## src/lru_block_buffer_cache_assert.svh

```systemverilog
// Assertion macros shared by the cache modules.
// Each macro takes a label, the clock, the active-low reset, a property or condition and a message.
`ifndef LRU_BLOCK_BUFFER_CACHE_ASSERT_SVH
`define LRU_BLOCK_BUFFER_CACHE_ASSERT_SVH
`ifndef SYNTHESIS
// Check that a property holds at every clock edge outside reset.
`define LBC_ASSERT(name_, clk_, rstn_, prop_, msg_) \
  name_: assert property (@(posedge clk_) disable iff (!rstn_) (prop_)) else $error(msg_);
// Check that a condition never holds at a clock edge outside reset.
`define LBC_ASSERT_NEVER(name_, clk_, rstn_, cond_, msg_) \
  name_: assert property (@(posedge clk_) disable iff (!rstn_) !(cond_)) else $error(msg_);
`else
`define LBC_ASSERT(name_, clk_, rstn_, prop_, msg_)
`define LBC_ASSERT_NEVER(name_, clk_, rstn_, cond_, msg_)
`endif
`endif

```

## src/lbc_pkg.sv

```systemverilog
package lbc_pkg;

  // Request codes
  typedef enum logic [1:0] {
    OP_GET     = 2'd0,
    OP_RELEASE = 2'd1,
    OP_PIN     = 2'd2,
    OP_UNPIN   = 2'd3
  } op_e;

  // Result status codes
  typedef enum logic [1:0] {
    ST_OK    = 2'd0,
    ST_NOBUF = 2'd1,
    ST_UNDER = 2'd2,
    ST_SAT   = 2'd3
  } status_e;

  // Request word
  typedef struct packed {
    op_e         op;
    logic [7:0]  device_number;
    logic [31:0] block_number;
    logic [4:0]  slot;
  } req_t;

  // Result word
  typedef struct packed {
    logic [4:0] slot_out;
    logic       hit;
    logic       fetch_needed;
    status_e    status;
  } rsp_t;

  // Commands from the controller to the datapath
  typedef struct packed {
    logic capture;
    logic lookup;
    logic commit;
  } ctrl_cmd_t;

  // Controller states
  typedef enum logic [2:0] {
    S_IDLE   = 3'b001,
    S_LOOKUP = 3'b010,
    S_COMMIT = 3'b100
  } state_e;

endpackage

```

## src/lbc_ctrl.sv

```systemverilog
`include "lru_block_buffer_cache_assert.svh"

module lbc_ctrl (
  input  logic                  clk_i,
  input  logic                  rst_ni,
  input  logic                  in_valid_i,
  output logic                  in_ready_o,
  output logic                  out_valid_o,
  input  logic                  out_ready_i,
  output lbc_pkg::ctrl_cmd_t    cmd_o
);

  lbc_pkg::state_e state_q, state_d;
  logic            out_valid_q, out_valid_d;
  logic            commit_go;

  // Commit only when the output register is free or being emptied
  assign commit_go  = !out_valid_q || out_ready_i;
  assign in_ready_o = (state_q == lbc_pkg::S_IDLE) ||
                      ((state_q == lbc_pkg::S_COMMIT) && commit_go);

  // Sequence lookup and commit, issue datapath commands
  always_comb begin
    state_d        = state_q;
    out_valid_d    = out_valid_q && !out_ready_i;
    cmd_o          = '0;
    cmd_o.capture  = in_valid_i && in_ready_o;
    unique case (state_q)
      lbc_pkg::S_IDLE: begin
        if (in_valid_i) begin
          state_d = lbc_pkg::S_LOOKUP;
        end
      end
      lbc_pkg::S_LOOKUP: begin
        cmd_o.lookup = 1'b1;
        state_d      = lbc_pkg::S_COMMIT;
      end
      lbc_pkg::S_COMMIT: begin
        if (commit_go) begin
          cmd_o.commit = 1'b1;
          out_valid_d  = 1'b1;
          state_d      = in_valid_i ? lbc_pkg::S_LOOKUP : lbc_pkg::S_IDLE;
        end
      end
      default: begin
        state_d = lbc_pkg::S_IDLE;
      end
    endcase
  end

  // Hold state and output valid
  always_ff @(posedge clk_i or negedge rst_ni) begin
    if (!rst_ni) begin
      state_q     <= lbc_pkg::S_IDLE;
      out_valid_q <= 1'b0;
    end else begin
      state_q     <= state_d;
      out_valid_q <= out_valid_d;
    end
  end

  assign out_valid_o = out_valid_q;

  `LBC_ASSERT(a_accept_to_lookup, clk_i, rst_ni, in_valid_i && in_ready_o |=> state_q == lbc_pkg::S_LOOKUP, "accepted word did not enter lookup")
  `LBC_ASSERT(a_lookup_to_commit, clk_i, rst_ni, state_q == lbc_pkg::S_LOOKUP |=> state_q == lbc_pkg::S_COMMIT, "lookup not followed by commit")
  `LBC_ASSERT(a_valid_from_commit, clk_i, rst_ni, $rose(out_valid_q) |-> $past(cmd_o.commit), "result valid without a commit")

endmodule

```

## config.mk

```make
export PLATFORM = sky130hd
export DESIGN_NAME = lbc_ctrl
export DESIGN_NICKNAME = d
export VERILOG_FILES = /design/src/lbc_pkg.sv /design/src/lbc_ctrl.sv
export VERILOG_INCLUDE_DIRS = /design/src /design/src/src
export SDC_FILE = /design/constraint.sdc
export NUM_CORES = 1
export LEC_CHECK = 0
export ABC_AREA = 1
export BUFFER_PORTS_ARGS = -buffer_cell sky130_fd_sc_hd__buf_2
export CORE_AREA = 2 2 39 41
export DETAILED_ROUTE_END_ITERATION = 16
export DIE_AREA = 0 0 41 43
export GPL_ROUTABILITY_DRIVEN = 0
export SLEW_MARGIN = 10
export SYNTH_ARGS = -nofsm -noshare
export SYNTH_HDL_FRONTEND = slang
export SYNTH_SLANG_ARGS = --single-unit
```

## constraint.sdc

```tcl
create_clock -name clk_i -period 0.9 [get_ports clk_i]
set_input_delay 0.09 -clock clk_i [delete_from_list [all_inputs] [get_ports clk_i]]
set_output_delay 0.09 -clock clk_i [all_outputs]
set_load 0.1 [all_outputs]
```

==> results of run 1 <==
## cell type report
class | count | area [µm²]
fillers | 154 | 855.8
repair buffers | 17 | 200.2
multi-input cells | 15 | 143.9
flip-flops and latches | 4 | 107.6
inverters | 6 | 30.03
clock buffers | 4 | 26.28
well taps | 16 | 20.02
## registers in the layout, summed over array words and instances (netlist names)
register	cells
state_q	3
out_valid_o	1
## path summary, 6_finish.rpt
path / slack [ns] / end / cells past startpoint
max: -0.46 / cmd_o[2] / 3
min: 0.02 / state_q[0] / 2
max reg2reg: -0.22 / state_q[0] / 6
min reg2reg: 0.58 / out_valid_o / 2
max in group asynchronous: 0.50 / state_q[0] / 2
min in group asynchronous: 0.20 / out_valid_o / 2
## power groups by stage
stage,clock network (mW),logic (mW),registers (mW)
floorplan,0,0.719,0.372
global placement,0,1.22,0.317
detailed placement,0,1.23,0.321
CTS,0.254,1.33,0.331
global route,0.264,1.45,0.356
finish,0.240,1.40,0.343
## worst max-delay path, delay by kind of cell, from the launching register on
kind	cells	cell delay, ns
and+or+nand+nor	1	0.10
buffers and inverters	1	0.19
AOI/OAI and AO/OA	1	0.18
DFF	1	0.57
## routing by layer
layer,part of all wire [%],vias up,GRT usage [%]
met1,29,102,7.516
met2,66,3,14.37
met3,5.1,0,1.571
met4,0,0,10.00
li1,-,116,-
met5,0,-,0
## cells in the final DEF (no fill, tap or decap), types with 2 or more instances in the layout
cell type   n
clkinvlp_4  2
buf_4       4
buf_6       4
nand3_4     2
nand2_2     5
buf_2       3
buf_12      5
inv_1       3
dfrtp_2     2
clkbuf_4    3
## cell families after synthesis
group	count (synthesis)	share of synthesized area, %
buffers and inverters	6	10.78
flip-flops	4	48.50
AND/OR/NAND/NOR	12	29.34
AO/OA/AOI/OAI	3	11.38
## timing repair
item                                    CTS  global route
setup buffers                             2             3
endpoints found under the setup margin    9             9
hold buffers                              1             0
resized for setup                         8             5
pin swaps                                 5             3
hold endpoints to repair                  4             0
## through the flow
stage	util (%)	hold WS, ns	setup WS [ns]
floorplan	-	-0.2056	-0.6142
global placement	30.11	-0.1030	-0.2441
CTS	35.62	0.01577	-0.4759
finish	38.16	0.02168	-0.4623
global route	38.16	0.03472	-0.5187
detailed placement	30.11	-0.1027	-0.2768
==> summary.md, run 1 <==
| Metric | Value |
|---|---|
| HP Class | in2reg |
| Seq pwr share | around 17% |
| DRT antenna net count | 0 |
| Final nets | between 50 and 60 |
| Synth area leaders | dfrtp_1 36%, dfstp_2 13%, inv_1 11%, a21boi_1 7.2%, nand2_1 7.2% |
| Leakage power total | 0.2307 nW |
| Slowest library cell on the worst path | dfstp_2 |
| Core ar. | about 1400 µm² |
| RSZ-0062 raised after global routing | yes |
| Die W | 41 µm |
| Post-synth EDFFs | 0 |
| Failing checks | setup timing |
| First-pass GRT wire length | 972 µm |
| Initial antenna violation count | 0 |
| Area grow syn2layout | 152.7% |
| Die Ht | 43 µm |
| Worst setup margin | -0.4623 ns |
| Pwr per Cell Area | approximately 3800 nW/µm² |
| Post-synth top area share | a little over a third |
| Worst path required time | between 0.8 and 0.9 ns |
| Routed WL per cell | roughly 8.5 µm |
| Cells after DPL | 53 |
| Clk_lat worst skew | approximately 0.23 ns |
| Minimum clock period | ~1.4 ns |
| Share of layout cells above drive strength 1 | 84.78% |
| HPWL after DPL | approximately 390 µm |
| Rows | 14 |
| Vias per cell | around 3.6 |
| Mean Syn Cell Area | ~8.4 µm² |
| Clock share of power | between 10% and 20% |
| Largest net degree at the start of global routing | 5 |
| Syn. warnings | 0 |
| Net Switching | approximately 990 µW |
| Synth Cell Area | between 200 and 250 µm² |
| Arrival time at the worst endpoint | roughly 1.3 ns |
| Final instance area | around 530 µm² |
| Cells along the critical path | nand2_2 > a21boi_4 > buf_12 |
| Final Hold Vio Count | 0 |
| Worst-margin pin slew | between 0.1 and 0.15 ns |
| CTS tree | done |
| Iter 0 DRT Violations | 0 |
| Biggest area consumer among synthesized cells | dfrtp_1 |
| Hold path startpoint | in_valid_i |
| Most used DFF post-synth | dfrtp_1 |
| Non-Filler Instances | 62 |
| Setup TNS Final | -2.575 ns |
| Fin Clk Skew | between 0.004 and 0.005 ns |
| Mapped Nets | 29 |
| Cells after synthesis | 25 |
| Placement Cell Area | between 400 and 500 µm² |
| 1st-pass router iterations | 1 |
| # diodes | 0 |
| Total die area | 1763 µm² |
| CP Launch Type | flip-flop |
| Final setup violation count | 9 |
| Total congestion overflow | 0 |
| CTS Root Cell | clkbuf_4 |
| GRT Overall Usage | 8.779% |
| Max-cap violation count | 0 |
| Via Count | 221 |
| FFs w/ async S/R, synth | between 90% and 100% |
| Yosys reg bits | 4 |
| Post-synth top cells | 6 x inv_1, 4 x nand2_1, 3 x dfrtp_1 |
| Sequential fraction of the synthesis area | 48.50% |
| PortBufs | 8 |
| Number of global-route vias before repair | 260 |
| CTS Buf Count | 3 |
| Initial Utilization | about 15% |
| WL final | around 530 µm |
| Status | finished with violations |
| Kind of end point of the critical path | output port |
| Critical path type | reg2out |
| Synth unique cells | 11 |
| H-tree lvl count | 1 |
| Top-count cell post-synth | inv_1 |
| I/O Pins | 9 |
| Clk buf depth | 2 |
| Sw Ratio | around 50% |
| # clock sinks | 4 |
| Crit-path max FO | 3 |
| Final worst-path cycle share | 151.4% |
| Max VDD drop | ~1900 µV |
| Crit path launch | state_q[0] |
| Final Max Slew Viols | 0 |
| Max-Slew Margin vs Limit | about 91% |
| CP peak stage delay | 0.57 ns |
| Clock Pin Slew Worst Setup and Hold Paths | ~0.04 ns |
| Drt drc | 0 |
| Int Pwr | 987.3 µW |
| Worst flop-to-flop path startpoint | state_q[0] |
| Combinational power share | between 70% and 80% |
| Fmax | roughly 0.73 GHz |
| Total chip power | between 1.5 and 2 mW |
Power figures use the tool's default switching activity.
==> run 2, diff against run 1 <==
PLACE_DENSITY = 0.39   (was default)
==> run 2 against run 1 <==
Compared with the run above:
- core utilization is 0.27 points higher
- critical path type unchanged
- largest power group unchanged
- worst setup slack worse by 0.018 ns
- the run still ends with setup timing left
- critical path depth is 1 higher
==> summary.md, run 2 (synthesized netlist as in run 1, its figures left out) <==
| Metric | Value |
|---|---|
| Status | finished with violations (unchanged) |
| Failing checks | setup timing (unchanged) |
| Iter 0 DRT Violations | 0 (unchanged) |
| HP Class | in2reg (unchanged) |
| I/O Pins | 9 (unchanged) |
| RSZ-0062 raised after global routing | yes (unchanged) |
| Worst path required time | 0.81 ns (about the same) |
| Clock Pin Slew Worst Setup and Hold Paths | 0.04 ns (about the same) |
| Final Hold Vio Count | 0 (unchanged) |
| Die W | 41 µm (unchanged) |
| Worst setup margin | -0.4805 ns (was -0.4623 ns) |
| Hold path depth | 2 (unchanged) |
| Clk buf depth | 2 (unchanged) |
| HPWL after DPL | 421 µm (was 389 µm) |
| Area grow syn2layout | 154.5% (was 152.7%) |
| Initial Utilization | 15.10% (unchanged) |
| Worst-margin pin slew | 0.2452 ns (was 0.1304 ns) |
| Die Ht | 43 µm (unchanged) |
| Share of layout cells above drive strength 1 | 79.55% (was 84.78%) |
| Minimum clock period | 1.381 ns (was 1.362 ns) |
| Kind of end point of the critical path | output port (unchanged) |
| # clock sinks | 4 (unchanged) |
| Final worst-path cycle share | 153.4% (was 151.4%) |
| Arrival time at the worst endpoint | 1.29 ns (was 1.27 ns) |
| Core ar. | 1384 µm² (unchanged) |
| Max-Slew Margin vs Limit | 83.66% (was 91.29%) |
| Setup TNS Final | -2.192 ns (was -2.575 ns) |
| Leakage power total | 0.2293 nW (was 0.2307 nW) |
| Total die area | 1763 µm² (unchanged) |
| PortBufs | 8 (unchanged) |
| H-tree lvl count | 1 (unchanged) |
| Pwr per Cell Area | 3745 nW/µm² (was 3753 nW/µm²) |
| CTS Root Cell | clkbuf_4 (unchanged) |
| Number of global-route vias before repair | 248 (was 260) |
| Fin Clk Skew | 0.007262 ns (was 0.004264 ns) |
| # diodes | 0 (unchanged) |
| Layout Utilization | 38.43% (was 38.16%) |
| Fmax | 0.7244 GHz (was 0.7341 GHz) |
| Total congestion overflow | 0 (unchanged) |
| First-pass GRT wire length | 924 µm (was 972 µm) |
| WL final | 519 µm (was 528 µm) |
| Crit-path max FO | 4 (was 3) |
| Max-cap violation count | 0 (unchanged) |
| DRT antenna net count | 0 (unchanged) |
| Vias per cell | 3.833 (was 3.565) |
| Largest net degree at the start of global routing | 5 (unchanged) |
| Max FFs per register | 3 (unchanged) |
| Final nets | 49 (was 51) |
| 1st-pass router iterations | 1 (unchanged) |
| Routed WL per cell | 8.650 µm (was 8.516 µm) |
| Via Count | 230 (was 221) |
| Rows | 14 (unchanged) |
| Max VDD drop | 2015 µV (was 1885 µV) |
| Top reg by flops | state_q (unchanged) |
| Worst r2r path cells | 5 (was 6) |
| Initial antenna violation count | 0 (unchanged) |
| GRT Overall Usage | 8.258% (was 8.779%) |
| Reg2reg setup slack | -0.13 ns (was -0.22 ns) |
| Clk_lat worst skew | 0.24 ns (was 0.23 ns) |
| Final Max Slew Viols | 0 (unchanged) |
| Critical path type | reg2out (unchanged) |
| Final setup violation count | 9 (unchanged) |
| Most frequent cells in the layout | 5 x buf_12, 5 x buf_6 (was 5 x nand2_2, 5 x buf_12, 4 x buf_6, 4 x buf_4) |
| CP Launch Type | flip-flop (unchanged) |
| Drt drc | 0 (unchanged) |
| CTS tree | done (unchanged) |
| CTS Buf Count | 3 (unchanged) |
## run 2: changes by cell type in the layout (fill, tap and decap cells not counted), sizes merged
cell / delta
buf: -2
## run 2: path summary, 6_finish.rpt
check / from / to
setup / recovery: out_valid_o / cmd_o[2]
hold / removal: in_valid_i / state_q[0]
setup reg to reg: state_q[0] / state_q[0]
hold reg to reg: out_valid_o / out_valid_o
max in group asynchronous: rst_ni / state_q[0]
min in group asynchronous: rst_ni / out_valid_o
## run 2: worst max-delay path: stages, from the launching register on
cell and delay, ns:
dfrtp_4 0.48, nand2_4 0.08, nand3_4 0.11, a21boi_4 0.19, buf_12 0.19
## run 2: repair_timing
| item | in CTS | in global routing |
|---|---|---|
| setup endpoints to repair | 9 | 9 |
| pin swaps | 6 | 2 |
| endpoints found under the hold margin | 4 | 0 |
| gates resized for setup | 11 | 4 |
| hold buffers | 1 | 0 |
| gates cloned | 0 | 0 |
| setup buffers | 1 | 0 |
## run 2: report_power, final
part / internal (mW) / switching, mW
Combinational: 0.555 / 0.858
Clock: 0.166 / 0.0741
Sequential: 0.255 / 0.0826
## run 2: per-layer routing
| layer | GRT usage [%] | vias to the layer above | part of all wire [%] |
|---|---|---|---|
| met5 | 0 | - | 0 |
| met4 | 4.000 | 0 | 0 |
| met3 | 7.853 | 0 | 14 |
| met2 | 11.88 | 10 | 54 |
| met1 | 7.468 | 106 | 32 |
| li1 | - | 114 | - |
## run 2: cell type report
| type | instances | area (µm²) |
|---|---|---|
| clock buffer | 4 | 26.28 |
| fill | 141 | 852.1 |
| inverter | 6 | 30.03 |
| multi-input combinational | 15 | 161.4 |
| sequential | 4 | 105.1 |
| tap | 16 | 20.02 |
| timing repair buffer | 15 | 188.9 |
## run 2: metrics by stage
| step | hold slack, ns | std cells | area [µm²] | power [mW] | setup slack (ns) |
|---|---|---|---|---|---|
| detailed placement | -0.09926 | 54 | 424.2 | 1.575 | -0.2523 |
| CTS | 0.01652 | 60 | 515.5 | 1.984 | -0.5030 |
| global route | 0.02704 | 60 | 531.8 | 2.109 | -0.5475 |
| floorplan | -0.2056 | 25 | 251.5 | 1.092 | -0.6142 |
| finish | 0.02323 | 60 | 531.8 | 1.992 | -0.4805 |
| global placement | -0.1022 | 54 | 424.2 | 1.566 | -0.2481 |
